**src/rtl/wps_pkg.sv**
```systemverilog
// Shared types and constants for the weighted permutation sampler.
// Used by wps_ctrl, wps_dp and weighted_permutation_sampler; no dependencies.
`default_nettype none

package wps_pkg;

    localparam int FRAC_W  = 16;
    localparam int SLOT_W  = 5;
    localparam int WIN_W   = 16;
    localparam int ELEM_W  = 5;
    localparam int POS_W   = 5;

    localparam logic OP_LOAD = 1'b0;
    localparam logic OP_DRAW = 1'b1;

    typedef enum logic [2:0] {
        ST_IDLE,
        ST_SUM,
        ST_SUM_END,
        ST_MUL,
        ST_SCAN,
        ST_SCAN_WAIT,
        ST_OUT
    } t_state;

    typedef struct packed {
        logic start;
        logic wr;
        logic rd;
        logic rd_scan;
        logic mul;
        logic clr_cnt;
        logic commit;
    } t_ctrl_cmd;

    typedef struct packed {
        logic cnt_last;
        logic mul_last;
        logic done;
    } t_ctrl_sts;

endpackage

`default_nettype wire

```
**src/rtl/weighted_permutation_sampler.sv**
```systemverilog
// Weighted permutation sampler: draws a permutation by weighted roulette
// selection without replacement. Depends on wps_pkg, wps_ctrl and wps_dp.
//
// Input channel (i_valid / o_stall): op 0 writes i_weight_value to weight slot
// i_slot (slots at or above ELEMENTS are dropped). Op 1 draws the next element
// of the permutation and returns one result transfer.
// Output channel (o_valid / i_stall): element, position in the permutation,
// and last, set on the draw that fills the final position.
// A draw runs through: a pass over the weight memory for the unplaced total,
// a bit-serial threshold multiply, and a running-sum scan of the memory (ends
// after the hit or at the last element), then the output state. The next input
// is taken in the cycle after the result transfer, bounded by the single read
// port of the weight memory. One item is in flight at a time; o_stall stays high
// from acceptance of a draw until the result transfer.
// While i_stall is high the result holds on the output and no input is taken.
// Reset clears all weights to zero, the placed marks and the position.
`default_nettype none

module weighted_permutation_sampler #(
    parameter int ELEMENTS    = 32,
    parameter int WEIGHT_BITS = 16
) (
    input  wire                         i_clk,
    input  wire                         i_rst_n,
    input  wire                         i_valid,
    output logic                        o_stall,
    input  wire                         i_op,
    input  wire [wps_pkg::SLOT_W-1:0]   i_slot,
    input  wire [wps_pkg::WIN_W-1:0]    i_weight_value,
    input  wire [wps_pkg::FRAC_W-1:0]   i_fraction,
    output logic                        o_valid,
    input  wire                         i_stall,
    output logic [wps_pkg::ELEM_W-1:0]  o_element,
    output logic [wps_pkg::POS_W-1:0]   o_position,
    output logic                        o_last
);

    wps_pkg::t_ctrl_cmd cmd;
    wps_pkg::t_ctrl_sts sts;

    wps_ctrl u_ctrl (
        .i_clk       (i_clk),
        .i_rst_n     (i_rst_n),
        .i_valid     (i_valid),
        .i_op        (i_op),
        .i_stall     (i_stall),
        .i_sts       (sts),
        .o_cmd       (cmd),
        .o_in_stall  (o_stall),
        .o_out_valid (o_valid)
    );

    wps_dp #(
        .ELEMENTS    (ELEMENTS),
        .WEIGHT_BITS (WEIGHT_BITS)
    ) u_dp (
        .i_clk          (i_clk),
        .i_rst_n        (i_rst_n),
        .i_cmd          (cmd),
        .i_slot         (i_slot),
        .i_weight_value (i_weight_value),
        .i_fraction     (i_fraction),
        .o_sts          (sts),
        .o_element      (o_element),
        .o_position     (o_position),
        .o_last         (o_last)
    );

endmodule

`default_nettype wire

```
**src/rtl/wps_ctrl.sv**
```systemverilog
// Sequencer for the sampler: handshakes and draw phases (sum, multiply, scan).
// Depends on wps_pkg.
`default_nettype none

module wps_ctrl (
    input  wire                  i_clk,
    input  wire                  i_rst_n,
    input  wire                  i_valid,
    input  wire                  i_op,
    input  wire                  i_stall,
    input  wire wps_pkg::t_ctrl_sts i_sts,
    output wps_pkg::t_ctrl_cmd   o_cmd,
    output logic                 o_in_stall,
    output logic                 o_out_valid
);

    wps_pkg::t_state r_state;
    wps_pkg::t_state n_state;

    always_ff @(posedge i_clk) begin
        if (!i_rst_n) begin
            r_state <= wps_pkg::ST_IDLE;
        end else begin
            r_state <= n_state;
        end
    end

    always_comb begin
        n_state = r_state;
        case (r_state)
            wps_pkg::ST_IDLE: begin
                if (i_valid && (i_op == wps_pkg::OP_DRAW)) begin
                    n_state = wps_pkg::ST_SUM;
                end
            end
            wps_pkg::ST_SUM: begin
                if (i_sts.cnt_last) begin
                    n_state = wps_pkg::ST_SUM_END;
                end
            end
            wps_pkg::ST_SUM_END: begin
                n_state = wps_pkg::ST_MUL;
            end
            wps_pkg::ST_MUL: begin
                if (i_sts.mul_last) begin
                    n_state = wps_pkg::ST_SCAN;
                end
            end
            wps_pkg::ST_SCAN: begin
                if (i_sts.done) begin
                    n_state = wps_pkg::ST_OUT;
                end else if (i_sts.cnt_last) begin
                    n_state = wps_pkg::ST_SCAN_WAIT;
                end
            end
            wps_pkg::ST_SCAN_WAIT: begin
                if (i_sts.done) begin
                    n_state = wps_pkg::ST_OUT;
                end
            end
            wps_pkg::ST_OUT: begin
                if (!i_stall) begin
                    n_state = wps_pkg::ST_IDLE;
                end
            end
            default: begin
                n_state = wps_pkg::ST_IDLE;
            end
        endcase
    end

    always_comb begin
        o_cmd       = '0;
        o_in_stall  = 1'b1;
        o_out_valid = 1'b0;
        case (r_state)
            wps_pkg::ST_IDLE: begin
                o_in_stall = 1'b0;
                o_cmd.wr    = i_valid && (i_op == wps_pkg::OP_LOAD);
                o_cmd.start = i_valid && (i_op == wps_pkg::OP_DRAW);
            end
            wps_pkg::ST_SUM: begin
                o_cmd.rd = 1'b1;
            end
            wps_pkg::ST_SUM_END: begin
                o_cmd.clr_cnt = 1'b1;
            end
            wps_pkg::ST_MUL: begin
                o_cmd.mul     = 1'b1;
                o_cmd.clr_cnt = i_sts.mul_last;
            end
            wps_pkg::ST_SCAN: begin
                o_cmd.rd      = !i_sts.done;
                o_cmd.rd_scan = !i_sts.done;
            end
            wps_pkg::ST_SCAN_WAIT: begin
            end
            wps_pkg::ST_OUT: begin
                o_out_valid  = 1'b1;
                o_cmd.commit = !i_stall;
            end
            default: begin
            end
        endcase
    end

endmodule

`default_nettype wire

```
**src/rtl/wps_dp.sv**
```systemverilog
// Datapath for the sampler: weight memory, placed mask, total, serial threshold
// multiply and running-sum search. Depends on wps_pkg.
`default_nettype none

module wps_dp #(
    parameter int ELEMENTS    = 32,
    parameter int WEIGHT_BITS = 16
) (
    input  wire                          i_clk,
    input  wire                          i_rst_n,
    input  wire wps_pkg::t_ctrl_cmd      i_cmd,
    input  wire [wps_pkg::SLOT_W-1:0]    i_slot,
    input  wire [wps_pkg::WIN_W-1:0]     i_weight_value,
    input  wire [wps_pkg::FRAC_W-1:0]    i_fraction,
    output wps_pkg::t_ctrl_sts           o_sts,
    output logic [wps_pkg::ELEM_W-1:0]   o_element,
    output logic [wps_pkg::POS_W-1:0]    o_position,
    output logic                         o_last
);

    localparam int IDX_W  = $clog2(ELEMENTS);
    localparam int MCNT_W = $clog2(wps_pkg::FRAC_W);
    localparam int CNT_W  = (IDX_W > MCNT_W) ? IDX_W : MCNT_W;
    localparam int SUM_W  = WEIGHT_BITS + IDX_W;
    localparam int PROD_W = SUM_W + wps_pkg::FRAC_W;

    logic [WEIGHT_BITS-1:0] mem [ELEMENTS];
    logic [ELEMENTS-1:0]    r_wvld;
    logic [WEIGHT_BITS-1:0] r_rdata;
    logic                   r_rdata_ok;
    logic                   r_rdv;
    logic                   r_rd_scan;
    logic [IDX_W-1:0]       r_ridx;

    logic [CNT_W-1:0]          r_cnt;
    logic [ELEMENTS-1:0]       r_placed;
    logic [IDX_W-1:0]          r_pos;
    logic [IDX_W-1:0]          r_pick;
    logic [wps_pkg::FRAC_W-1:0] r_frac;
    logic [SUM_W-1:0]          r_total;
    logic [SUM_W-1:0]          r_acc;
    logic [PROD_W-1:0]         r_prod;
    logic                      r_done;

    logic [IDX_W-1:0]       wr_addr;
    logic                   slot_ok;
    logic [WEIGHT_BITS-1:0] rd_w;
    logic                   rd_free;
    logic [SUM_W-1:0]       acc_sum;
    logic                   hit;
    logic                   pos_last;

    assign wr_addr  = IDX_W'(i_slot);
    assign slot_ok  = 32'(i_slot) < 32'(ELEMENTS);
    assign rd_w     = r_rdata_ok ? r_rdata : '0;
    assign rd_free  = !r_placed[r_ridx];
    assign acc_sum  = r_acc + SUM_W'(rd_w);
    assign hit      = {acc_sum, {wps_pkg::FRAC_W{1'b0}}} >= r_prod;
    assign pos_last = r_pos == IDX_W'(ELEMENTS - 1);

    always_ff @(posedge i_clk) begin
        if (i_cmd.wr && slot_ok) begin
            mem[wr_addr] <= WEIGHT_BITS'(i_weight_value);
        end
        if (i_cmd.rd) begin
            r_rdata <= mem[r_cnt[IDX_W-1:0]];
        end
    end

    always_ff @(posedge i_clk) begin
        if (!i_rst_n) begin
            r_wvld     <= '0;
            r_rdata_ok <= 1'b0;
            r_rdv      <= 1'b0;
            r_rd_scan  <= 1'b0;
            r_ridx     <= '0;
            r_cnt      <= '0;
            r_placed   <= '0;
            r_pos      <= '0;
            r_done     <= 1'b0;
        end else begin
            if (i_cmd.wr && slot_ok) begin
                r_wvld[wr_addr] <= 1'b1;
            end
            r_rdv     <= i_cmd.rd;
            r_rd_scan <= i_cmd.rd_scan;
            if (i_cmd.rd) begin
                r_rdata_ok <= r_wvld[r_cnt[IDX_W-1:0]];
                r_ridx     <= r_cnt[IDX_W-1:0];
            end
            if (i_cmd.start || i_cmd.clr_cnt) begin
                r_cnt <= '0;
            end else if (i_cmd.rd || i_cmd.mul) begin
                r_cnt <= r_cnt + 1'b1;
            end
            if (i_cmd.start) begin
                r_done <= 1'b0;
            end else if (r_rdv && r_rd_scan && !r_done) begin
                if ((rd_free && hit) || (r_ridx == IDX_W'(ELEMENTS - 1))) begin
                    r_done <= 1'b1;
                end
            end
            if (i_cmd.commit) begin
                if (pos_last) begin
                    r_placed <= '0;
                    r_pos    <= '0;
                end else begin
                    r_placed[r_pick] <= 1'b1;
                    r_pos            <= r_pos + 1'b1;
                end
            end
        end
    end

    always_ff @(posedge i_clk) begin
        if (i_cmd.start) begin
            r_frac  <= i_fraction;
            r_total <= '0;
            r_acc   <= '0;
            r_prod  <= '0;
            r_pick  <= '0;
        end else begin
            if (r_rdv && !r_rd_scan && rd_free) begin
                r_total <= r_total + SUM_W'(rd_w);
            end
            if (i_cmd.mul) begin
                r_prod <= {r_prod[PROD_W-2:0], 1'b0}
                          + (r_frac[wps_pkg::FRAC_W-1] ? PROD_W'(r_total) : '0);
                r_frac <= {r_frac[wps_pkg::FRAC_W-2:0], 1'b0};
            end
            if (r_rdv && r_rd_scan && !r_done && rd_free) begin
                r_acc  <= acc_sum;
                r_pick <= r_ridx;
            end
        end
    end

    assign o_sts.cnt_last = r_cnt == CNT_W'(ELEMENTS - 1);
    assign o_sts.mul_last = r_cnt == CNT_W'(wps_pkg::FRAC_W - 1);
    assign o_sts.done     = r_done;

    assign o_element  = wps_pkg::ELEM_W'(r_pick);
    assign o_position = wps_pkg::POS_W'(r_pos);
    assign o_last     = pos_last;

endmodule

`default_nettype wire

```
**config.mk**
```make
export PLATFORM = sky130hd
export DESIGN_NAME = weighted_permutation_sampler
export DESIGN_NICKNAME = d
export VERILOG_FILES = /design/src/rtl/wps_pkg.sv /design/src/rtl/weighted_permutation_sampler.sv /design/src/rtl/wps_ctrl.sv /design/src/rtl/wps_dp.sv
export SDC_FILE = /design/constraint.sdc
export NUM_CORES = 1
export LEC_CHECK = 0
export BUFFER_PORTS_ARGS = -buffer_cell sky130_fd_sc_hd__buf_2
export CORE_ASPECT_RATIO = 0.6
export CORE_MARGIN = 2
export CORE_UTILIZATION = 50
export DETAILED_ROUTE_END_ITERATION = 10
export PLACE_DENSITY = 0.74
export SKIP_CTS_REPAIR_TIMING = 1
export SYNTH_ARGS = -nofsm -noshare
export SYNTH_HDL_FRONTEND = slang
export SYNTH_HIERARCHICAL = 1
export SYNTH_SLANG_ARGS = --single-unit
```
**constraint.sdc**
```tcl
create_clock -name i_clk -period 5.6 [get_ports i_clk]
set_input_delay 0.28 -clock i_clk [delete_from_list [all_inputs] [get_ports i_clk]]
set_output_delay 0.28 -clock i_clk [all_outputs]
set_load 0.02 [all_outputs]
```
Yosys cells after proc, flatten, opt, wreduce, memory -nomap -nowiden
Memories as Yosys holds them, arrays and structs flattened. A register that Yosys moved wholly into a read port is not among the register bits.
Index checks and enable logic that the tools add are counted.
- register bits: 186
- bits in writable memories: 512
- output and inout port bits: 13
- memories: 1
- memory list (memory ; words ; bits a word ; read ports ; clocked after memory_dff ; write ports ; RTL line ; text):
    u_dp.mem ; 32 ; 16 ; 1 ; 1 ; 1 ; wps_dp.sv:27 ; logic [WEIGHT_BITS-1:0] mem [ELEMENTS];
- add/sub/neg operators: 5
- $lt $le $gt $ge: 7
- equality and inequality tests: 16
- mux-type cells: 31
- bitwise logic cells: 4
- reduce and logical (&&, ||, !) cells: 24
- operator list (cell ; number):
    $or 32x32->32 ; 2
    $mux 16 ; 3
    $add 21x16->21 ; 2
    $add 37x37->37 ; 1
    $ge 37x37->1 ; 1
    $mux 32 ; 1
    $lt 5x6->1 const B ; 4
    $mux 21 ; 1
    $mux 3 ; 7
    $pmux 3 s7 ; 1
    $eq 5x5->1 const B ; 3
    $add 5x1->5 const B ; 2
    $bmux 1 s5 ; 2
    $demux 1 s5 ; 2
    $ge 5x1->1 const B ; 2
    $logic_and 1x1->1 ; 10
    $mux 1 ; 10
    $eq 3x3->1 const B ; 3
    $eq 3x2->1 const B ; 2
    $ne 2x1->1 const B ; 3
    $reduce_and 6->1 ; 1
    $eq 5x4->1 const B ; 1
    $mux 5 ; 1
    $logic_not 1->1 ; 4
    other kinds (11) ; 18

Longest topological paths before layout
- word-level depth: 6
- mapped depth: 24
- gate-level depth less buffers: 20

By module
The synthesis kept the hierarchy.
- by module, submodules not included (module ; times used ; cells an instance ; area an instance (um^2) ; seq. area each (um^2)):
    wps_dp ; 1 ; 2097 ; 30763.3 ; 19678.9
    wps_ctrl ; 1 ; 40 ; 289.0 ; 60.1

Worst setup path after synthesis
Ideal clock, no wire load.
- path type: register to register
- start point: reg u_dp.r_rdata_ok
- end point: reg u_dp.r_done
- data arrival time: 4623 ps
- setup slack: 846 ps
- stages on the path, launching flop included: 23
- buffers on the path: 4
- period minus slack after synthesis: 4754 ps
- cell sequence: dfxtp_1 -> buf_2 -> clkbuf_1 -> buf_1 -> clkbuf_1 -> and2_1 -> ha_1 -> ha_1 -> o21ai_1 -> a221oi_1 -> nor4b_1 -> o21ai_0 -> a21oi_1 -> o41a_1 -> xnor2_1 -> ha_1 -> a21o_1 -> a21o_1 -> a2111oi_0 -> nand2b_1 -> o21ai_0 -> a21o_1 -> a21oi_1
- longest elaborated chain between the ends: 6
- RTL lines (item ; RTL line ; text):
    from (decl) ; wps_dp.sv:30 ; logic r_rdata_ok;
    from (signal assigned) ; wps_dp.sv:88 ; r_rdata_ok <= r_wvld[r_cnt[IDX_W-1:0]];
    $mux 16 ; wps_dp.sv:55 ; assign rd_w = r_rdata_ok ? r_rdata : '0;
    $add 21x16->21 ; wps_dp.sv:57 ; assign acc_sum = r_acc + SUM_W'(rd_w);
    named net u_dp.acc_sum[10] ; wps_dp.sv:49 ; logic [SUM_W-1:0] acc_sum;
    $ge 37x37->1 ; wps_dp.sv:58 ; assign hit = {acc_sum, {wps_pkg::FRAC_W{1'b0}}} >= r_prod;
    $logic_and 1x1->1 ; wps_dp.sv:99 ; if ((rd_free && hit) || (r_ridx == IDX_W'(ELEMENTS - 1))) begin
    $logic_or 1x1->1 ; wps_dp.sv:99 ;
    $reduce_and 2->1 (no line) ; - ;
    to (signal assigned) ; wps_dp.sv:80 ; r_done <= 1'b0;
    to (signal assigned) ; wps_dp.sv:97 ; r_done <= 1'b0;
    to (signal assigned) ; wps_dp.sv:100 ; r_done <= 1'b1;
    to (decl) ; wps_dp.sv:43 ; logic r_done;
The timed path passes the listed nets, and every way through them passes these cells.
A chain may end at the register's enable or synchronous reset.

Worst setup path after layout
- start point: reg u_dp.r_rdata[1], read port of u_dp.mem
- end point: reg u_dp.r_done
- longest elaborated chain between the ends: 6
- RTL lines (item ; RTL line ; text):
    from (decl) ; wps_dp.sv:29 ; logic [WEIGHT_BITS-1:0] r_rdata;
    $mux 16 ; wps_dp.sv:55 ;
    $add 21x16->21 ; wps_dp.sv:57 ;
    named net u_dp.acc_sum[14] ; wps_dp.sv:49 ;
    $ge 37x37->1 ; wps_dp.sv:58 ;
    $logic_and 1x1->1 ; wps_dp.sv:99 ;
    $logic_or 1x1->1 ; wps_dp.sv:99 ;
    $reduce_and 2->1 (no line) ; - ;
The timed path passes the listed nets, and every way through them passes these cells.

==> results.md <==
- Arr. time, crit path: 5430 ps
- Die X: 325.7 um
- Die Ht: 197.0 um
- GRT Residual Overflow: 0
- Crit-path max FO: 9
- Min Tclk post-route: 4911 ps
- Routed len/inst: 23.22 um
- # placed instances: approximately 2,900
- Slew margin rel.: 0.06863
- Post-synthesis async set-or-reset flop share: 0
- Synth-to-Final Area Change: 10.95%
- Maximum vdd drop: approximately 0.35 mV
- Final Hold Viols: 0
- Core area: 61,130 um2
- Final Setup Violations: 0
- Max-Cap Viols: 0
- Unrepaired setup endpoints after global routing: no
- Post-Syn Nets: about 2,200
- Final period utilization: 0.8771
- Cell variety after synth: 74
- Leakage: 0.01135 uW
- Worst Setup End Kind: register
- Worst min path class: in -> reg
- CP Data Required Time: between 6000 and 7000 ps
- Vias in the first global route: around 18,000
- Final Core Density: 0.5636
- # diodes: 0
- Clock transition at path regs: 70 ps
- DRT iter0 DRCs: 2,044
- Post-DR vias/cell: 6.026
- Most common cell after layout, fill and taps aside: edfxtp_1
- IO Pins: 55
- Main synth FF type: edfxtp_1
- Sum Neg Setup Slack: 0 ps
- Status: complete, no violations
- Initial antenna violation count: 3
- Total Wirelength: between 70 and 80 mm
- Startpoint Class: register
- Clock sink count: between 700 and 800
- Largest net degree at the start of global routing: 76
- Initial Util: 0.5079
- Minimum setup slack among reg-to-reg paths: 690 ps
- Buffers on Ports: 54
- Count of flip-flops with a built-in enable after synthesis: around 540
- 1st-pass router iterations: 5
- Total track usage: 0.2223
- Yosys reg bits: 714
- Remaining routing DRC violations: 0
- Clk Latency, worst-skew pair: ~660 ps
- Nets: 2,294
- Average cell area after synthesis: 14.53 um2
- Post-Synthesis Cells: 2,137
- Num CTS Buffers: 61
- Row count: 70
- Slew Limit Fails: 0
- Die area: 64,180 um2
- WS Path Type: reg -> reg
- Final antenna-violating net count: 0
- Finished Layout Cells: 3,064
- Yosys warning count: 6
- CTS max path bufs: 3
- H-Tree Depth: 2
- # fillers: 4,702
- First-pass GRT wire length: 108.4 mm
- Cell Area, Synth: 31,050 um2
- DR vias: 18,465
- Clock Skew: approximately 54 ps
- Power Density: 376.0 nW/um2
- DPL Wire Length: 44.73 mm
- Fraction of layout cells with a size suffix above 1: 0.1932
- Register area share after synthesis: 0.6357
- CTS tree: done
- Most frequent cells in the layout: edfxtp_1, nor2_1, mux4_2
- Max Clk Rate: 203.6 MHz
- Root Driver: clkbuf_16
- Worst Max-Slew Pin Slew: roughly 1400 ps
- Routability cong.: 0.8929
final timing paths:
check | startpoint | to | cells after the start
max | u_dp/r_rdata[1] | u_dp/r_done | 19
min | i_weight_value[2] | u_dp/mem[15][2] | 1
max reg2reg | u_dp/r_rdata[1] | u_dp/r_done | 19
min reg2reg | u_dp/r_acc[12] | u_dp/r_acc[12] | 2
routing by layer:
layer,vias to the layer above,GRT usage,wire length (um)
met1,9350,0.3369,32210
met2,725,0.3325,31350
met4,6,0.05172,1418
met3,117,0.04579,6145
met5,-,0,37
li1,8267,-,-
power by group:
| part | switching, uW | internal [uW] | leakage (uW) |
|---|---|---|---|
| Sequential | 326 | 5950 | 0.00628 |
| Combinational | 1310 | 1140 | 0.00411 |
| Clock | 1920 | 2310 | 0.000956 |
worst max-delay path, cell delays in order, from the launching register on:
cell and delay, ps:
edfxtp_1 510, nand2_1 160, xnor2_1 170, ha_1 250, o21ai_1 80, a221oi_1 480, nor4b_1 270, o21ai_0 190
a21oi_1 420, o41a_1 280, a221oi_1 120, xnor2_1 260, ha_1 300, a21oi_1 130, nor2b_1 60, a2111oi_0 580
nand2b_1 110, o21ai_0 230, a21o_1 160, a21oi_1 60
cells by family after synthesis:
group                      count (synthesis)  share of synthesized area
buffers and inverters                    164                    0.02027
adders and majority gates                 74                    0.02949
DFF                                      714                     0.6357
AOI/OAI and AO/OA                        301                    0.06197
and+or+nand+nor                          595                    0.08861
muxes                                    219                     0.1442
xor gates and xnor gates                  70                    0.01974
state kept, by name (all words and copies together), names as in the netlist, 3 cells and up:
name / flops
u_dp/r_prod: 37
u_dp/r_frac: 16
u_dp/r_acc: 21
u_dp/r_cnt: 5
u_dp/r_placed: 32
u_dp/o_position: 5
u_dp/r_rdata: 16
u_dp/r_wvld: 32
u_dp/r_ridx: 5
u_dp/o_element: 5
u_dp/mem: 512
u_dp/r_total: 21
u_ctrl/r_state: 3
cells in the mapped netlist (6+ instances only):
library cell,instances,area share
edfxtp_1,544,0.53
nor2_1,244,0.029
mux4_2,181,0.13
dfxtp_1,170,0.11
nand2_1,152,0.018
a21oi_1,102,0.016
clkbuf_1,93,0.011
ha_1,66,0.027
o21ai_0,60,0.0097
xnor2_1,48,0.014
inv_1,42,0.0051
and2_1,37,0.0075
nand3_1,26,0.0042
nor3_1,25,0.0040
xor2_1,22,0.0062
a21o_1,20,0.0048
mux2i_1,20,0.0064
buf_1,19,0.0023
or3_1,19,0.0038
mux2_2,18,0.0065
a311oi_1,17,0.0048
and3_1,15,0.0030
nor2b_1,13,0.0026
nand2b_1,12,0.0024
o31ai_1,10,0.0024
a211oi_1,9,0.0022
o21a_1,8,0.0019
maj3_1,7,0.0023
nand3b_1,7,0.0017
o211ai_1,7,0.0017
a31oi_1,6,0.0012
nand4_1,6,0.0012
nor3b_1,6,0.0015
nor4b_1,6,0.0017
through the flow:
| step | area [um2] | hold slack, ps | worst slack (ps) | total power, uW |
|---|---|---|---|---|
| 3_5_place_dp | 32290 | 456.1 | 845.5 | 8811 |
| 3_3_place_gp | 32290 | 442.9 | 906.5 | 8732 |
| 6_report | 34450 | 134.8 | 688.5 | 12950 |
| 4_1_cts | 34280 | -106.6 | 838.7 | 13010 |
| 2_1_floorplan | 31050 | 378.9 | 845.7 | 8082 |
| 5_1_grt | 34450 | 145.1 | 234.8 | 13480 |
layout make-up:
| type | count | area, um2 | area share |
|---|---|---|---|
| flip-flops and latches | 714 | 19750 | 0.5732 |
| clock buffers | 80 | 1649 | 0.04786 |
| clock inverters | 34 | 339.1 | 0.009842 |
| repair buffers | 104 | 725.7 | 0.02106 |
| well taps | 828 | 1036 | 0.03007 |
| inverters | 45 | 168.9 | 0.004903 |
| multi-input cells | 1259 | 10790 | 0.3130 |
Power figures use the tool's default switching activity.
